## src/sv/mf33_pkg.sv

```systemverilog
// ----------------------------------------------------------------------------
// mf33_pkg
// Types, constants and sorting-network helpers for the 3x3 RGB median filter.
// ----------------------------------------------------------------------------
package mf33_pkg;

	localparam int LS_W       = 48;
	localparam int FIFO_DEPTH = 16;
	localparam int FIFO_AW    = 4;

	localparam logic CFG_IDX_WIDTH  = 1'b0;
	localparam logic CFG_IDX_HEIGHT = 1'b1;

	localparam logic [10:0] WIDTH_RST  = 11'd640;
	localparam logic [12:0] HEIGHT_RST = 13'd480;

	typedef logic [7:0]        smp_t;
	typedef logic [8:0][7:0]   win9_t;
	typedef logic [8:0][23:0]  pix9_t;

	typedef struct packed {
		logic [11:0] row;
		logic [9:0]  col;
		logic        frame_end;
		logic        run_end;
	} meta_t;

	typedef struct packed {
		logic [7:0]  red;
		logic [7:0]  green;
		logic [7:0]  blue;
		logic [11:0] row;
		logic [9:0]  col;
		logic        frame_end;
		logic        run_end;
	} res_t;

	function automatic win9_t cs(win9_t p, int a, int b);
		win9_t q;
		q = p;
		if (p[a] > p[b]) begin
			q[a] = p[b];
			q[b] = p[a];
		end
		return q;
	endfunction

	function automatic win9_t net_a(win9_t p);
		win9_t q;
		q = cs(p, 1, 2); q = cs(q, 4, 5); q = cs(q, 7, 8);
		q = cs(q, 0, 1); q = cs(q, 3, 4); q = cs(q, 6, 7);
		q = cs(q, 1, 2); q = cs(q, 4, 5); q = cs(q, 7, 8);
		return q;
	endfunction

	function automatic win9_t net_b(win9_t p);
		win9_t q;
		q = cs(p, 0, 3); q = cs(q, 5, 8); q = cs(q, 4, 7);
		q = cs(q, 3, 6); q = cs(q, 1, 4); q = cs(q, 2, 5);
		q = cs(q, 4, 7);
		return q;
	endfunction

	function automatic smp_t net_c(win9_t p);
		win9_t q;
		q = cs(p, 4, 2); q = cs(q, 6, 4); q = cs(q, 4, 2);
		return q[4];
	endfunction

	function automatic logic [8:0] mask9(logic top, logic bot, logic left, logic right);
		logic [2:0] rok;
		logic [2:0] cok;
		logic [8:0] m;
		rok = {bot, 1'b1, top};
		cok = {right, 1'b1, left};
		for (int y = 0; y < 3; y++) begin
			for (int x = 0; x < 3; x++) begin
				m[y*3+x] = rok[y] & cok[x];
			end
		end
		return m;
	endfunction

	// pick which empty slots hold 0 so that slot 4 of the sorted nine is the set's count/2
	function automatic logic [8:0] pad_lo(logic [8:0] vld);
		logic [3:0] n;
		logic [2:0] p;
		logic [2:0] k;
		logic [8:0] lo;
		n = 4'($countones(vld));
		p = 3'd4 - 3'(n >> 1);
		k = '0;
		for (int i = 0; i < 9; i++) begin
			lo[i] = 1'b0;
			if (!vld[i] && k < p) begin
				lo[i] = 1'b1;
				k = k + 3'd1;
			end
		end
		return lo;
	endfunction

endpackage

```

## src/sv/mf33_out_fifo.sv

```systemverilog
// ----------------------------------------------------------------------------
// mf33_out_fifo
// Result queue taking up to two items per cycle, one out per cycle.
// ----------------------------------------------------------------------------
module mf33_out_fifo
	import mf33_pkg::*;
(
	input  logic clk,
	input  logic arst_n,
	input  logic wr_a,
	input  res_t data_a,
	input  logic wr_b,
	input  res_t data_b,
	input  logic pop,
	output logic valid,
	output res_t head
);

	res_t               fifo_q [FIFO_DEPTH];
	logic [FIFO_AW:0]   wp_q, rp_q;
	logic [FIFO_AW:0]   wp_b;

	assign wp_b  = wr_a ? wp_q + (FIFO_AW+1)'(1) : wp_q;
	assign valid = wp_q != rp_q;
	assign head  = fifo_q[rp_q[FIFO_AW-1:0]];

	always_ff @(posedge clk) begin
		if (wr_a) begin
			fifo_q[wp_q[FIFO_AW-1:0]] <= data_a;
		end
		if (wr_b) begin
			fifo_q[wp_b[FIFO_AW-1:0]] <= data_b;
		end
	end

	always_ff @(posedge clk or negedge arst_n) begin
		if (!arst_n) begin
			wp_q <= '0;
			rp_q <= '0;
		end else begin
			wp_q <= wp_q + (FIFO_AW+1)'(wr_a) + (FIFO_AW+1)'(wr_b);
			rp_q <= rp_q + (FIFO_AW+1)'(pop);
		end
	end

endmodule

```

## config.mk

```make
export PLATFORM = sky130hd
export DESIGN_NAME = mf33_out_fifo
export DESIGN_NICKNAME = d
export VERILOG_FILES = /design/src/sv/mf33_pkg.sv /design/src/sv/mf33_out_fifo.sv
export SDC_FILE = /design/constraint.sdc
export NUM_CORES = 1
export LEC_CHECK = 0
export BUFFER_PORTS_ARGS = -buffer_cell sky130_fd_sc_hd__buf_4
export CAP_MARGIN = 20
export CORE_ASPECT_RATIO = 0.9
export CORE_MARGIN = 1.5
export CORE_UTILIZATION = 55
export CTS_CLUSTER_DIAMETER = 50
export DETAILED_ROUTE_END_ITERATION = 16
export PLACE_DENSITY = 0.74
export SLEW_MARGIN = 20
export SYNTH_ARGS = -nofsm -noshare
export SYNTH_HDL_FRONTEND = slang
export SYNTH_SLANG_ARGS = --single-unit
```

## constraint.sdc

```tcl
create_clock -name clk -period 6 [get_ports clk]
set_input_delay 0.6 -clock clk [delete_from_list [all_inputs] [get_ports clk]]
set_output_delay 0.6 -clock clk [all_outputs]
set_load 0.03 [all_outputs]
```

==> impl_results.md, run 1 <==
- Die outline height: ~260 µm
- Sink Count: 778
- Largest area contributor in the netlist: edfxtp_1
- Yosys warning total: 0
- Top-area cell type share of the netlist area: 0.5872
- Global Route Usage Sum: 0.2715
- Drt drc: 0
- Period utilisation layout: 0.6617
- Port-buffer cells: around 150
- Worst clock skew: around 0.02 ns
- Asr flop ratio synth: 0.01285
- H-tree depth: 3
- TritonCTS Buffers: between 80 and 90
- Largest net degree at the start of global routing: a little under 80
- Wire length per cell: roughly 30 µm
- # rows: between 90 and 100
- Worst path required time: around 5.4 ns
- Status: finished, final reports clean
- Worst EP arrival: approximately 3.4 ns
- Setup WS pre-CTS: 2.073 ns
- Worst-margin pin slew: 1.100 ns
- Setup CP Type: reg -> out
- Post-cts sizing count: 0
- Slew margin rel.: 0.2668
- Design area: about 44000 µm²
- Achievable Freq: roughly 250 MHz
- DRT iter0 DRCs: approximately 2300
- Max-cap viol count: 0
- Syn Area/Cell: around 18 µm²
- Distinct cells, synth: 45
- Sequential element share of the synthesized area: 0.5935
- Dominant cells by area after synthesis: edfxtp_1 (59%), mux2_2 (20%), mux4_2 (11%), a22oi_1 (1.8%), mux2_1 (1.5%)
- Layout cells sized above 1: 0.5458
- RSZ-0062 raised after global routing: false
- VDD IR-drop max: approximately 340 µV
- CTS root buf: clkbuf_16
- Crit Path Max Fanout: 34
- Clk Latency, worst-skew pair: 0.64 ns
- Min-delay worst type: in -> reg
- Clock Path Buffers: 3
- CTS tree: yes
- Starting Density: 0.5585
- Power Dens Cells: roughly 480 nW/µm²
- Gpl congestion: ~0.81
- Final Hold Fails: 0
- Final Util: 0.6276
- Cell Count, Final, Fillers Out: ~3300
- Post-synth EDFFs: between 700 and 800
- Die area: about 73000 µm²
- Core box area: about 70000 µm²
- Num ports: 150
- Final nets: approximately 2400
- Mapped Nets: approximately 2400
- Setup violations, final: 0
- Fin. max-slew vios: 0
- Die W: 284.7 µm
- Synthesized flop and latch total: roughly 780
- Worst Slack Setup Final: between 2 and 2.5 ns
- GR Overflow Total: 0
- Initial antenna violation count: 0
- Startpoint Class: flip-flop
- First-pass GRT wire length: between 100000 and 150000 µm
- Vias per cell: roughly 6.6
- Most common cell in the netlist: edfxtp_1
- Remaining antenna violation count: 0
- Detailed-route via count: 21573
- # hold bufs at CTS: 1
- Post-synth top cells: edfxtp_1 (768), mux2_2 (698), mux4_2 (192)
- Detailed Routing Iterations Pass 1: 7
- Mapped Cells: between 2000 and 2500
- Vias in the first global route: approximately 23000
- Min Tclk post-route: between 3 and 4 ns
- CP Capture Type: output pin
- Clock-pin slew on the worst setup and hold paths: 0.06 ns
- Post-Syn Area: between 30000 and 40000 µm²
- Total wire length: between 90000 and 100000 µm
- Area growth, synth to finish: 12.38%
- Ys flop type: edfxtp_1
- Post-placement cell count: approximately 3100
- Leakage: around 15 nW
- Setup TNS: 0 ns
- Post-DP Area: 40990 µm²
- Hpwl dp: approximately 52000 µm
- Fill cell count: ~4900
- Post-CTS Setup Inserts: 0
[power breakdown]
group	internal (mW)	switching, mW	total [mW]
Sequential	7.32	0.463	7.79
Clock	3.39	2.24	5.63
Combinational	3.18	4.41	7.59
Total	13.9	7.11	21.0
[cell families after synthesis]
logic type / Yosys count / share of synthesized area
multiplexers: 960 / 0.3320
flip-flops: 778 / 0.5935
buffers and inverters: 254 / 0.03039
AO/OA/AOI/OAI: 125 / 0.02494
AND/OR/NAND/NOR: 105 / 0.01395
XOR/XNOR: 11 / 0.002453
adder cells (fa/ha/maj): 8 / 0.002739
[cell type report]
cell class / instances / area (µm²) / share of cell area
inverter: 6 / 22.52 / 0.0005102
multi-input combinational: 1209 / 15020 / 0.3404
clock buffer: 101 / 2357 / 0.05341
tap: 940 / 1176 / 0.02665
antenna: 1 / 2.502 / 0.00005669
clock inverter: 64 / 689.4 / 0.01562
sequential: 778 / 23320 / 0.5283
timing repair buffer: 189 / 1546 / 0.03504
[cell usage in the layout, fill, tap and decap left out, drive strengths merged, types with 5 or more instances in the layout]
cell type,instances
edfxtp,768
ha,7
xnor2,6
clkinvlp,6
mux2,768
inv,10
nand2,64
buf,188
a22oi,96
a21o,10
mux4,192
bufinv,13
xor2,5
clkbuf,101
nor3,9
clkinv,41
o21ai,8
dfrtp,10
nor2,5
[path summary, 6_finish.rpt]
check / slack [ns] / cells after the start / from / to
worst min register to register: 0.50 / 1 / rp_q[4] / rp_q[4]
max in group asynchronous: 5.46 / 2 / arst_n / rp_q[1]
min in group asynchronous: 0.35 / 2 / arst_n / wp_q[0]
worst max-delay path: 2.03 / 5 / rp_q[0] / head[39]
worst max register to register: 2.04 / 5 / wp_q[0] / fifo_q[6][17]
worst min-delay path: 0.25 / 2 / pop / rp_q[0]
[per-layer routing]
layer	vias up	global-route usage	part of all wire
met2	845	0.4459	0.49
met3	156	0.04520	0.069
li1	9130	-	-
met1	11442	0.3776	0.41
met5	-	0	0
met4	0	0.07284	0.024
[flip-flops by register name, indices dropped and copies added, names as in the netlist]
signal / flops
fifo_q: 768
rp_q: 5
wp_q: 5
[stage by stage]
step / hold slack, ns / power [mW]
6_report: 0.2481 / 21.01
5_1_grt: 0.2537 / 21.76
4_1_cts: 0.2205 / 21.09
3_5_place_dp: 0.4546 / 15.50
3_3_place_gp: 0.4529 / 15.29
2_1_floorplan: 0.3044 / 12.91
[worst max-delay path: stages, from the launching register on]
cell and delay [ns]:
dfrtp_4 0.91, buf_4 0.60, mux4_2 0.57, a22oi_1 0.33
nand2_1 0.11, buf_4 0.18
No activity file was read; power rests on OpenSTA's default activity.
==> run 2: changes to the inputs <==
==> constraint.sdc (replaced) <==
create_clock -name clk -period 4 [get_ports clk]
set_input_delay 0.4 -clock clk [delete_from_list [all_inputs] [get_ports clk]]
set_output_delay 0.4 -clock clk [all_outputs]
set_load 0.03 [all_outputs]
==> impl_results.md, run 2 (same netlist as run 1, synthesis figures left out) <==
- Status: finished, final reports clean
- Logic pwr share: 0.377 (+0.016)
- CTS root buf: clkbuf_16
- Core box area: 70330 µm² (unchanged)
- Power Dens Cells: 703.2 nW/µm² (+48%)
- Worst reg2reg path endpoint: fifo_q[12][18]
- Sink Count: 778 (unchanged)
- Clock Path Buffers: 3 (unchanged)
- Sw Ratio: 0.3440 (+0.005413)
- Global Route Usage Sum: 0.2725 (+0.001016)
- Die outline height: 256.5 µm (unchanged)
- Worst path required time: 3.60 ns (-1.80 ns)
- Wire length per cell: 30.06 µm (-0.13%)
- Port-buffer cells: 149 (unchanged)
- H-tree depth: 3 (unchanged)
- Max-cap viol count: 0 (unchanged)
- Vias in the first global route: 22937 (+1.1%)
- TritonCTS Buffers: 89 (+1.1%)
- Sw Pwr: 10.64 mW (+50%)
- Die W: 284.7 µm (unchanged)
- Cell Count, Final, Fillers Out: 3298 (+0.30%)
- Initial antenna violation count: 1 (+1)
- Post-cts sizing count: 0 (unchanged)
- Remaining antenna violation count: 0 (unchanged)
- Final Hold Fails: 0 (unchanged)
- Layout cells sized above 1: 0.5450 (-0.0008498)
- Min-delay worst type: in -> async
- Clock-pin slew on the worst setup and hold paths: 0.06 ns (about the same)
- Min Tclk post-route: ~3.5 ns
- Leakage: 14.53 nW (-0.44%)
- Sequential Power Share: 0.373 (+0.002)
- Starting Density: 0.5585 (unchanged)
- Post-placement cell count: 3141 (+0.80%)
- Detailed Routing Iterations Pass 1: 8 (+1)
- Pint: 20.30 mW (+46%)
- Setup WS pre-CTS: 0.6446 ns (-1.428 ns)
- Slew margin rel.: 0.3082 (+0.04143)
- Drt drc: 0 (unchanged)
- Die area: 73030 µm² (unchanged)
- Fin. max-slew vios: 0 (unchanged)
- Worst r2r src: wp_q[0]
- Total wire length: 99130 µm (+0.17%)
- Setup TNS: 0 ns (unchanged)
- First-pass GRT wire length: 148000 µm (+0.36%)
- Post-CTS Setup Inserts: 0 (unchanged)
- Detailed-route via count: 21821 (+1.1%)
- Setup violations, final: 0 (unchanged)
- CP Capture Type: output pin
- DRT iter0 DRCs: 2190 (-4.5%)
- Final nets: 2403 (+0.92%)
- Most frequent cells in the layout: edfxtp_1 (768), mux2_2 (698), buf_4 (196)
- Commonest non-fill, non-tap cell in the layout: edfxtp_1
- Num ports: 150 (unchanged)
- Clk Latency, worst-skew pair: 0.63 ns (about the same)
- Worst-margin pin slew: 1.038 ns (-0.06215 ns)
- Setup CP Type: reg -> out
- Vias per cell: 6.616 (+0.84%)
- RSZ-0062 raised after global routing: false
- Achievable Freq: 284.6 MHz
- Clock power share: 0.250 (-0.018)
- GR Overflow Total: 0 (unchanged)
- # rows: 92 (unchanged)
- Worst Slack Setup Final: 0.4861 ns (-1.544 ns)
- Crit Path Max Fanout: 29 (-15%)
- Worst clock skew: 0.01870 ns (-0.001647 ns)
- Worst EP arrival: 3.11 ns (-0.26 ns)
- Largest net degree at the start of global routing: 51 (-35%)
- Period utilisation layout: 0.8785
- CTS tree: yes
- Antenna cells: 0 (-1)
- VDD IR-drop max: 473.1 µV (+38%)
- Max reg flops: 768 (unchanged)
- Worst-case reg-to-reg path depth: 5 (unchanged)
- Hpwl dp: 55690 µm (+6.2%)
- Worst R2R Setup Slack: 0.58 ns (-1.46 ns)
- Gpl congestion: 0.7883 (-2.6%)
- Startpoint Class: flip-flop
- Area growth, synth to finish: 12.03%
## run 2: cell types whose count changed in the layout (fill, tap and decap cells not counted), moves of 2 or more
cell,delta
buf_8,-3
clkinv_4,-2
buf_12,+7
clkbuf_1,+11
clkinv_2,-6
bufinv_16,-8
clkinv_1,-5
clkinvlp_4,+2
buf_4,+18
buf_16,-2
clkbuf_16,-3
## run 2: critical path, stage by stage (launching register included)
cell and delay, ns:
dfrtp_4 0.66, buf_12 0.31, buf_4 0.33, mux4_2 0.55, a22oi_1 0.30, nand2_1 0.09, buf_4 0.17
## run 2: power groups by stage
stage                     Sequential [mW]  Combinational, mW  Clock (mW)
after floorplan                      11.4               7.99           0
after global placement               11.6               11.6           0
after detailed placement             11.7               11.7           0
after CTS                            11.6               11.7        7.80
after global routing                 11.7               12.3        8.11
final                                11.6               11.7        7.73
## run 2: stage by stage
stage	hold WS (ns)	utilization	power (mW)	cell area [µm²]
finish	0.1464	0.6257	30.94	44000
global route	0.1401	0.6257	32.04	44000
CTS	0.1216	0.6257	31.10	44000
detailed placement	0.2546	0.5866	23.40	41250
global placement	0.2537	0.5866	23.17	41250
floorplan	0.1044	-	19.36	39280
## run 2: what timing repair did
action | in CTS | in global routing
hold endpoints to repair | 11 | 0
setup endpoints to repair | 0 | 0
hold buffers | 2 | 0
## run 2: how the worst max path moves through the flow
stage | startpoint | end | slack [ns] | cells after the start
floorplan | wp_q[0] | fifo_q[8][0] | 0.66 | 9
global placement | wp_q[0] | fifo_q[12][11] | 0.80 | 5
finish | rp_q[0] | head[29] | 0.49 | 6
global route | rp_q[0] | head[29] | 0.37 | 6
detailed placement | wp_q[0] | fifo_q[12][9] | 0.64 | 5
CTS | rp_q[0] | head[9] | 0.44 | 6
## run 2: layout make-up
class / count / area, µm²
clock buffers: 109 / 2323
clock inverters: 46 / 406.6
fillers: 4923 / 26330
inverters: 6 / 22.52
multi-input cells: 1209 / 15020
flip-flops and latches: 778 / 23320
well taps: 940 / 1176
repair buffers: 210 / 1732
## run 2: routing by layer
| layer | global-route usage | share of wire | vias up |
|---|---|---|---|
| li1 | - | - | 9151 |
| met1 | 0.3746 | 0.41 | 11587 |
| met2 | 0.4428 | 0.49 | 909 |
| met3 | 0.04929 | 0.071 | 170 |
| met4 | 0.08525 | 0.029 | 4 |
| met5 | 0.01118 | 0.0012 | - |
