<file path="config.mk">
export PLATFORM = sky130hd
export DESIGN_NAME = mf33_med9
export DESIGN_NICKNAME = d
export VERILOG_FILES = /design/src/sv/mf33_pkg.sv /design/src/sv/mf33_med9.sv
export SDC_FILE = /design/constraint.sdc
export NUM_CORES = 1
export LEC_CHECK = 0
export ABC_AREA = 1
export BUFFER_PORTS_ARGS = -buffer_cell sky130_fd_sc_hd__buf_4
export CORE_ASPECT_RATIO = 1.25
export CORE_MARGIN = 1
export CORE_UTILIZATION = 40
export DETAILED_ROUTE_END_ITERATION = 8
export SLEW_MARGIN = 20
export SYNTH_ARGS = -nofsm -noshare
export SYNTH_HDL_FRONTEND = slang
export SYNTH_SLANG_ARGS = --single-unit
</file>
<file path="constraint.sdc">
create_clock -name clk -period 4.85 [get_ports clk]
set_input_delay 0.485 -clock clk [delete_from_list [all_inputs] [get_ports clk]]
set_output_delay 0.485 -clock clk [all_outputs]
set_load 0.01 [all_outputs]
</file>
<file path="src/sv/mf33_pkg.sv">
// ----------------------------------------------------------------------------
// mf33_pkg
// Types, constants and sorting-network helpers for the 3x3 RGB median filter.
// ----------------------------------------------------------------------------
package mf33_pkg;

	localparam int LS_W       = 48;
	localparam int FIFO_DEPTH = 16;
	localparam int FIFO_AW    = 4;

	localparam logic CFG_IDX_WIDTH  = 1'b0;
	localparam logic CFG_IDX_HEIGHT = 1'b1;

	localparam logic [10:0] WIDTH_RST  = 11'd640;
	localparam logic [12:0] HEIGHT_RST = 13'd480;

	typedef logic [7:0]        smp_t;
	typedef logic [8:0][7:0]   win9_t;
	typedef logic [8:0][23:0]  pix9_t;

	typedef struct packed {
		logic [11:0] row;
		logic [9:0]  col;
		logic        frame_end;
		logic        run_end;
	} meta_t;

	typedef struct packed {
		logic [7:0]  red;
		logic [7:0]  green;
		logic [7:0]  blue;
		logic [11:0] row;
		logic [9:0]  col;
		logic        frame_end;
		logic        run_end;
	} res_t;

	function automatic win9_t cs(win9_t p, int a, int b);
		win9_t q;
		q = p;
		if (p[a] > p[b]) begin
			q[a] = p[b];
			q[b] = p[a];
		end
		return q;
	endfunction

	function automatic win9_t net_a(win9_t p);
		win9_t q;
		q = cs(p, 1, 2); q = cs(q, 4, 5); q = cs(q, 7, 8);
		q = cs(q, 0, 1); q = cs(q, 3, 4); q = cs(q, 6, 7);
		q = cs(q, 1, 2); q = cs(q, 4, 5); q = cs(q, 7, 8);
		return q;
	endfunction

	function automatic win9_t net_b(win9_t p);
		win9_t q;
		q = cs(p, 0, 3); q = cs(q, 5, 8); q = cs(q, 4, 7);
		q = cs(q, 3, 6); q = cs(q, 1, 4); q = cs(q, 2, 5);
		q = cs(q, 4, 7);
		return q;
	endfunction

	function automatic smp_t net_c(win9_t p);
		win9_t q;
		q = cs(p, 4, 2); q = cs(q, 6, 4); q = cs(q, 4, 2);
		return q[4];
	endfunction

	function automatic logic [8:0] mask9(logic top, logic bot, logic left, logic right);
		logic [2:0] rok;
		logic [2:0] cok;
		logic [8:0] m;
		rok = {bot, 1'b1, top};
		cok = {right, 1'b1, left};
		for (int y = 0; y < 3; y++) begin
			for (int x = 0; x < 3; x++) begin
				m[y*3+x] = rok[y] & cok[x];
			end
		end
		return m;
	endfunction

	// pick which empty slots hold 0 so that slot 4 of the sorted nine is the set's count/2
	function automatic logic [8:0] pad_lo(logic [8:0] vld);
		logic [3:0] n;
		logic [2:0] p;
		logic [2:0] k;
		logic [8:0] lo;
		n = 4'($countones(vld));
		p = 3'd4 - 3'(n >> 1);
		k = '0;
		for (int i = 0; i < 9; i++) begin
			lo[i] = 1'b0;
			if (!vld[i] && k < p) begin
				lo[i] = 1'b1;
				k = k + 3'd1;
			end
		end
		return lo;
	endfunction

endpackage

</file>
<file path="src/sv/mf33_med9.sv">
// ----------------------------------------------------------------------------
// mf33_med9
// Three-stage median-of-nine network, one per color channel.
// ----------------------------------------------------------------------------
module mf33_med9
	import mf33_pkg::*;
(
	input  logic  clk,
	input  logic  arst_n,
	input  logic  in_valid,
	input  pix9_t in_pix,
	input  meta_t in_meta,
	output logic  out_valid,
	output res_t  out_res
);

	win9_t ch_in [3];
	win9_t a_s1  [3];
	win9_t b_s2  [3];
	smp_t  med_s3 [3];
	logic  v_s1, v_s2, v_s3;
	meta_t meta_s1, meta_s2, meta_s3;

	always_comb begin
		for (int ch = 0; ch < 3; ch++) begin
			for (int i = 0; i < 9; i++) begin
				ch_in[ch][i] = in_pix[i][23-8*ch -: 8];
			end
		end
	end

	always_ff @(posedge clk or negedge arst_n) begin
		if (!arst_n) begin
			v_s1 <= 1'b0;
			v_s2 <= 1'b0;
			v_s3 <= 1'b0;
		end else begin
			v_s1 <= in_valid;
			v_s2 <= v_s1;
			v_s3 <= v_s2;
		end
	end

	always_ff @(posedge clk) begin
		for (int ch = 0; ch < 3; ch++) begin
			a_s1[ch]   <= net_a(ch_in[ch]);
			b_s2[ch]   <= net_b(a_s1[ch]);
			med_s3[ch] <= net_c(b_s2[ch]);
		end
		meta_s1 <= in_meta;
		meta_s2 <= meta_s1;
		meta_s3 <= meta_s2;
	end

	assign out_valid = v_s3;
	assign out_res   = '{red: med_s3[0], green: med_s3[1], blue: med_s3[2],
		row: meta_s3.row, col: meta_s3.col, frame_end: meta_s3.frame_end,
		run_end: meta_s3.run_end};

endmodule

</file>
==> results of run 1 <==
## through the flow
step           cells  setup TNS, ps
2_1_floorplan   4258              0
3_3_place_gp    5473          -30.6
3_5_place_dp    5473           -555
4_1_cts         5579              0
5_1_grt         5579              0
6_report        5579              0
## layer usage
metal	global-route usage	wire length, um	vias to the layer above	share of wire
met2	0.408	39900	412	0.51
met5	0	0	-	0
met1	0.245	33700	11800	0.43
met3	0.0239	2410	142	0.031
li1	-	-	14500	-
met4	0.0769	2800	0	0.036
## how the worst max path moves through the flow
stage,endpoint,startpoint
finish,med_s3[0][4],b_s2[0][19]
global route,med_s3[0][8],b_s2[0][91]
CTS,b_s2[0][35],a_s1[0][57]
detailed placement,a_s1[0][136],in_pix[207]
global placement,a_s1[0][152],in_pix[49]
floorplan,a_s1[0][117],in_pix[135]
## cell families after synthesis
group / Yosys count
AO/OA/AOI/OAI: 661
adder cells (fa/ha/maj): 432
buffers and inverters: 748
flip-flops: 387
AND/OR/NAND/NOR: 2030
## flip-flops by register name, indices dropped and copies added, names as in the netlist
register / count
meta_s2: 24
v_s2: 1
med_s3: 24
out_res: 24
b_s2: 72
out_valid: 1
meta_s1: 24
v_s1: 1
a_s1: 216
## final cells by class
type | instances | share of cell area
Clock buffer | 59 | 0.0372
Inverter | 655 | 0.0721
Timing Repair Buffer | 391 | 0.0887
Multi-Input combinational cell | 3123 | 0.533
Tap cell | 943 | 0.0346
Clock inverter | 21 | 0.00726
Sequential cell | 387 | 0.228
## repair_timing
action,4_1_cts,5_1_grt
hold buffers,26,0
hold endpoints to repair,28,0
resized for setup,0,9
endpoints found under the setup margin,0,32
## worst max-delay path: cells and delay by family, from the launching register on
kind	cells	cell delay, ps
DFF	1	300
buffers and inverters	5	550
and+or+nand+nor	16	1520
AOI/OAI and AO/OA	6	1000
adders and majority gates	3	930
## cells in the mapped netlist (4+ instances only)
master                     count  share of area
sky130_fd_sc_hd__nand2_1    1202           0.16
sky130_fd_sc_hd__inv_1       653          0.085
sky130_fd_sc_hd__ha_1        432           0.19
sky130_fd_sc_hd__dfxtp_1     384           0.27
sky130_fd_sc_hd__nand3_1     378          0.066
sky130_fd_sc_hd__a21oi_1     255          0.044
sky130_fd_sc_hd__nor2_1      221          0.029
sky130_fd_sc_hd__o21ai_0     189          0.033
sky130_fd_sc_hd__o21a_1      115          0.030
sky130_fd_sc_hd__and2_1      106          0.023
sky130_fd_sc_hd__clkbuf_1     63         0.0082
sky130_fd_sc_hd__nand2_2      37         0.0080
sky130_fd_sc_hd__a211oi_1     26         0.0068
sky130_fd_sc_hd__o21ai_1      25         0.0043
sky130_fd_sc_hd__nand2_4      18         0.0070
sky130_fd_sc_hd__nand4_1      18         0.0039
sky130_fd_sc_hd__nor2_2       18         0.0039
sky130_fd_sc_hd__nand4_2      14         0.0061
sky130_fd_sc_hd__buf_2        13         0.0023
sky130_fd_sc_hd__a21o_1       10         0.0026
sky130_fd_sc_hd__o211ai_1     10         0.0026
sky130_fd_sc_hd__a32oi_1       9         0.0027
sky130_fd_sc_hd__buf_6         9         0.0035
sky130_fd_sc_hd__o21bai_1      9         0.0023
sky130_fd_sc_hd__buf_1         7        0.00091
sky130_fd_sc_hd__nand3b_1      7         0.0018
sky130_fd_sc_hd__o221ai_1      4         0.0012
sky130_fd_sc_hd__o31ai_2       4         0.0017
==> results.md, run 1 <==
- After detailed routing, the number of remaining DRC violations is 0.
- In this run the mean area of a mapped cell was 6.76 sq um.
- The largest single stage delay on the critical path is 310 ps.
- The cell occurring most often along the worst timing path is sky130_fd_sc_hd__nand2_1.
- The finished cells cover between 0.03 and 0.04 sq mm.
- The clock skew after layout is 25.2 ps.
- For this configuration, the core starts out at a cell density of 0.406.
- In this run the number of H-tree levels came out at 2.
- Once routing completed, OpenROAD measured the worst setup slack at about 470 ps.
- The tightest slew margin relative to the limit is 0.311.
- The slew at the pin closest to its max-slew limit is ~1000 ps.
- The critical-path maximum fanout is 31.
- The clock slew seen by the registers of the worst setup and hold paths is 60 ps.
- The portion of netlist area occupied by mux cells is 0.
- The register bit total from synthesis is 387.
- The footprint of the multi-input gates is 0.0182 sq mm.
- The area growth from synthesis to layout is 18.4%.
- The number of stages on the worst hold path is 3.
- The kind of path behind the tightest hold check is primary input to flop.
- For this design, the sink count on the clock tree is 387.
- The number of antenna violations at the first check in global routing is 0.
- The first global-routing pass estimated 126000 um of wire.
- The first routing iteration left 1160 violations.
- The number of antenna diodes in the final layout is 0.
- The kind of start point of the critical path is a flop.
- The latest clock arrival within the worst-skew pair is 570 ps.
- Clock tree synthesis inserted a total of 44 buffers.
- The total count of hold-check failures in the final report is 0.
- The run finished with clean final reports.
- Static timing analysis puts the maximum clock frequency at 228 MHz.
- When the netlist entered floorplanning its net count stood at 4933.
- The worst path needs approximately 4400 ps of the cycle, external delays included.
- During synthesis, Yosys emitted a total of 0 warnings.
- In the global route stage, overall resource usage came out at 0.214.
- The synthesized design contains 0 enable-type register cells.
- Setup violations remaining at the end of the flow were counted as 0.
- The share of flip-flops with an asynchronous set or reset is 0.00775.
- The post-detailed-placement cell area is 0.0323 sq mm.
- The standard cell core area is ~0.071 sq mm.
- The standard cell with the maximum stage delay on the critical path is sky130_fd_sc_hd__ha_1.
- For hold timing, the worst endpoint is a_s1[0][125].
- The buffer type at the clock tree root is sky130_fd_sc_hd__clkbuf_16.
- Yosys mapped the design onto 40 distinct sky130hd cell types.
- STA puts the critical path data arrival time at 4890 ps.
- The pin count of the biggest net entering global routing is 33.
- The synthesized area is 0.0288 sq mm.
- In the final design database the tool counted between 5000 and 6000 nets.
- The startpoint identified for the worst register-to-register timing path is b_s2[0][19].
- The required time of the critical path is 5360 ps.
- At the end of routability-driven placement, the weighted congestion stood at 0.895.
- Dividing the final minimum period by the clock period gives 0.903.
- Prior to clock tree synthesis, the placed netlist has a worst setup slack of -51.8 ps.
- In the final layout, the share of cells above drive strength 1 is 0.119.
- During I/O placement, the number of pins put on the boundary was 292.
- TritonCTS built the clock tree.
- The filler cells instantiated in the layout total 7357.
- The number of setup buffers added after CTS is 0.
- The number of slew-limit violations in the final report is 0.
- Across all layers, the routed design uses 26800 vias.
- The nature of the critical path endpoint is a flop.
- After synthesis, the largest family of logic cells by area is simple AND/OR/NAND/NOR gates.
- The number of standard-cell rows in the floorplan is ~110.
- The share of the Yosys chip area taken by registers is 0.270.
- The combined flip-flop and latch cell area is 0.00776 sq mm.
- The utilization after layout is 0.481.
- Among all flip-flop cells after synthesis, the most frequent one is sky130_fd_sc_hd__dfxtp_1.
- The worst register-to-register path ends at med_s3[0][4].
- The remaining antenna violation count is 0.
- The die width is 242 um.
- Of the total synthesized cell area, the portion taken by full adders, half adders and majority gates is 0.188.
- The count of mapped cells out of synthesis is ~4300.
- Counting cells, the worst reg-to-reg path comes to 30.
- The simple-gate area share of the yosys netlist is 0.309.
- The die covers roughly 0.073 sq mm.
- For this run the aggregate overflow at the end of global routing stands at 0.
- The detail-routed net length per standard cell is 14.1 um.
- The number of port buffers is 291.
- Of the total synthesized cell area, the portion taken by XOR and XNOR cells is 0.
- The number of global-route vias before repair is 25400.
- Leaving out fill and tap cells, the most frequent cells in the layout are sky130_fd_sc_hd__nand2_1 (1197), sky130_fd_sc_hd__inv_1 (652), sky130_fd_sc_hd__ha_1 (432).
- On the final layout, the worst hold slack is between 100 and 150 ps.
- The final HPWL from detailed placement is 66900 um.
- The number of search-and-repair iterations in the first detailed-routing pass is 5.
- In this run the most critical hold path is launched from in_pix[157].
- The max-capacitance violation count is 0.
- Leaving out fill and tap cells, the most frequent cell in the layout is sky130_fd_sc_hd__nand2_1.
- In the routed layout, each cell is associated on average with a via count of 4.81.
- The compound-gate portion of the synthesized area is 0.133.
- The worst register-to-register path has a setup slack of 470 ps.
- The clock passes through at most 3 buffers.
- Setup repair after global routing left no endpoint under its margin.
- The worst setup path is of the flop to flop kind.
- The detailed-route wire length is 78800 um.
- The chip height is 302 um.
Power of run 1 is not shown: default switching activity piles up to over one toggle a cycle in this logic, so the estimate is an artifact.
==> run 2: changes to the inputs <==
--- a/config.mk
+++ b/config.mk
@@ -11,7 +11,7 @@
 export CORE_MARGIN = 1
 export CORE_UTILIZATION = 40
 export DETAILED_ROUTE_END_ITERATION = 8
-export SLEW_MARGIN = 20
+export SLEW_MARGIN = 40
 export SYNTH_ARGS = -nofsm -noshare
 export SYNTH_HDL_FRONTEND = slang
 export SYNTH_SLANG_ARGS = --single-unit
==> constraint.sdc (replaced) <==
create_clock -name clk -period 4.85 [get_ports clk]
set_input_delay 0.97 -clock clk [delete_from_list [all_inputs] [get_ports clk]]
set_output_delay 0.97 -clock clk [all_outputs]
set_load 0.01 [all_outputs]
==> run 2 against run 1 <==
  * Register-to-register slack barely moved
  * Critical endpoint is now b_s2[0][32]
  * Count of clock-buffer cells in the layout fell by 2
  * Critical path type unchanged
  * Cell count rose by 3.5%
==> results.md, run 2 (synthesis results as in run 1) <==
- The flow ran to the end, and the final reports show no timing, DRC or antenna violations.
- The post-detailed-placement cell area is 0.0341 sq mm (+5.7%).
- The effective utilization at floorplan is 0.406 (unchanged).
- The critical-path maximum fanout is 31 (unchanged).
- Leaving out fill and tap cells, the most frequent cell in the layout is sky130_fd_sc_hd__nand2_1.
- The standard cell core area is 0.0709 sq mm (unchanged).
- The worst register-to-register path begins at a_s1[0][57].
- The clock skew after layout was 20.7 ps (-4.51 ps).
- The total routing usage reported by global routing is 0.214 (-0.000273).
- The final critical delay including setup and external delays was 4380 ps (-3.94 ps).
- The via count is 27600 (+2.7%).
- The final HPWL from detailed placement is 66700 um (-0.19%).
- The chip height came to 302 um (unchanged).
- The global routing usage on met2 is 0.394 (-0.0138).
- The number of standard-cell rows in the floorplan is 109 (unchanged).
- The number of global-route vias before repair was 26300 (+3.4%).
- The number of port buffers is 291 (unchanged).
- The number of slew-limit violations in the final report is 0 (unchanged).
- The nature of the critical path endpoint is a flop.
- The number of antenna violations at the first check in global routing is 6 (+6).
- The critical path starts at a_s1[0][57].
- The register-to-register setup slack is 470 ps (about the same).
- The endpoint identified for the worst register-to-register timing path is b_s2[0][32].
- The final instance area is 0.0357 sq mm (+4.8%).
- The final critical-path share of the clock period is 0.902 (about the same).
- The total negative slack is 0 ps (unchanged).
- The worst setup path is launched from a flop.
- The aggregate global routing overflow is 0 (unchanged).
- The number of search-and-repair iterations in the first detailed-routing pass is 5 (unchanged).
- The met3 usage is 0.0279 (+0.00408).
- More flip-flops sit in one register than any other, and that register is a_s1.
- The detailed-route wire length was 78400 um (-0.45%).
- The number of sinks on the clock net was 387 (unchanged).
- The detailed router's first-iteration violation count is 1203 (+3.7%).
- In this run the clock root is driven by a sky130_fd_sc_hd__clkbuf_16.
- The worst hold-check slack is 152 ps (+12.7 ps).
- The layout net count is 5467 (+3.6%).
- The required time of the critical path was 5360 ps (about the same).
- The clock slew seen by the registers of the worst setup and hold paths is 60 ps (about the same).
- The die width is 242 um (unchanged).
- In the layout the commonest cells are sky130_fd_sc_hd__nand2_1 (1195), sky130_fd_sc_hd__inv_1 (644), sky130_fd_sc_hd__buf_4 (571).
- In this run the most used layer during global routing was met2.
- The tightest slew margin relative to the limit is 0.599 (+0.288).
- The detail-routed net length per standard cell is 13.6 um (-3.8%).
- The proportion of layout cells with a drive suffix above 1 is 0.166 (+0.0468).
- The total setup violations reported at the end of the flow was 0 (unchanged).
- The critical path is of the flop to flop type.
- The area enclosed by the die boundary came to 0.0731 sq mm (unchanged).
- The area growth from synthesis to layout is 24.1%.
- The largest registers in the layout are a_s1: 216 flops, b_s2: 72 flops.
- The remaining antenna violation count is 0 (unchanged).
- The slew at the pin closest to its max-slew limit is 602 ps (-425 ps).
- The total count of hold-check failures in the final report was 0 (unchanged).
- The worst hold path belongs to the class primary input to async pin.
- The max-capacitance violation count is 0 (unchanged).
- The number of buffers on the longest clock path is 3 (unchanged).
- The maximum level of the CTS H-tree was 2 (unchanged).
- The buffers inserted during post-CTS setup optimization is 0 (unchanged).
- The flip-flop count of the largest register, all copies and words added is 216 (unchanged).
- The top-level port count is 292 (unchanged).
- The worst reg-to-reg path cell count is 26 (-13%).
- Setup repair after global routing left no endpoint under its margin.
- The global-route track usage on met1 is 0.255 (+0.0103).
- The wire length of the first global-routing pass is 127000 um (+0.86%).
- The footprint of the multi-input gates came to 0.0184 sq mm (+1.1%).
- The latest clock arrival within the worst-skew pair came to 600 ps (+30 ps).
- The combined flip-flop and latch cell area is 0.00776 sq mm (unchanged).
- The cts-stage hold buffer count is 0 (-100%).
- The number of fill cells is 7178 (-2.4%).
- The number of remaining DRC errors is 0 (unchanged).
- The number of buffers created by CTS is 46 (+4.5%).
- The maximum clock frequency came to 229 MHz (about the same).
- The worst path arrival time came to 4890 ps (about the same).
- TritonCTS built the clock tree.
- The pin count of the biggest net entering global routing is 32 (-3.0%).
- The post-detailed-route via-to-cell ratio is 4.77 (-0.75%).
- The routability congestion estimate is 0.916 (+2.4%).
-- run 2: cell type report --
| class | count | area share |
|---|---|---|
| sequential | 387 | 0.217 |
| clock buffer | 57 | 0.0348 |
| multi-input combinational | 3124 | 0.514 |
| antenna | 1 | 0.0000700 |
| inverter | 655 | 0.0688 |
| tap | 943 | 0.0330 |
| timing repair buffer | 578 | 0.124 |
| clock inverter | 29 | 0.00858 |
-- run 2: per-layer routing --
layer,wire [um],vias to the layer above,part of all wire
met5,62,-,0.00079
met1,34300,12100,0.44
met2,38800,454,0.49
met4,2400,10,0.031
met3,2880,139,0.037
li1,-,14800,-
-- run 2: how the worst max path moves through the flow --
stage | end | slack, ps | depth (start not counted)
after floorplan | a_s1[0][69] | 2 | 31
after global placement | a_s1[0][14] | -50 | 27
after detailed placement | a_s1[0][128] | -110 | 32
after CTS | med_s3[0][7] | 300 | 25
after global routing | med_s3[0][7] | 1 | 24
final | b_s2[0][32] | 470 | 26
-- run 2: repair_timing --
| item | in CTS | in global routing |
|---|---|---|
| endpoints found under the setup margin | 0 | 24 |
| resized for setup | 0 | 10 |
| hold endpoints to repair | 0 | 0 |
-- run 2: critical path, stage by stage (launching register included) --
cell and delay, ps:
sky130_fd_sc_hd__dfxtp_1 360, sky130_fd_sc_hd__inv_1 90, sky130_fd_sc_hd__ha_1 290, sky130_fd_sc_hd__a21oi_1 150, sky130_fd_sc_hd__o21ai_0 90, sky130_fd_sc_hd__nand2_1 60, sky130_fd_sc_hd__nand2_1 60, sky130_fd_sc_hd__nand2_1 50
sky130_fd_sc_hd__buf_4 270, sky130_fd_sc_hd__nor2_1 80, sky130_fd_sc_hd__a21oi_1 230, sky130_fd_sc_hd__ha_1 300, sky130_fd_sc_hd__a21oi_1 130, sky130_fd_sc_hd__nor2_1 50, sky130_fd_sc_hd__a211oi_1 210, sky130_fd_sc_hd__nand2_1 100
sky130_fd_sc_hd__nand2_1 250, sky130_fd_sc_hd__nand2_1 100, sky130_fd_sc_hd__and2_1 150, sky130_fd_sc_hd__ha_1 310, sky130_fd_sc_hd__a21oi_1 150, sky130_fd_sc_hd__nor2_1 60, sky130_fd_sc_hd__a211oi_1 190, sky130_fd_sc_hd__a32oi_1 100
sky130_fd_sc_hd__inv_1 230, sky130_fd_sc_hd__nand3_1 120, sky130_fd_sc_hd__nand2_1 110
-- run 2: through the flow --
step / setup WS (ps) / std cells / utilization
after global routing: 1.07 / 5774 / 0.504
after detailed placement: -109 / 5686 / 0.482
final: 474 / 5774 / 0.504
after CTS: 303 / 5772 / 0.503
after floorplan: 2.13 / 4258 / -
after global placement: -48.4 / 5686 / 0.481
Power of run 2 is left out for the same reason.
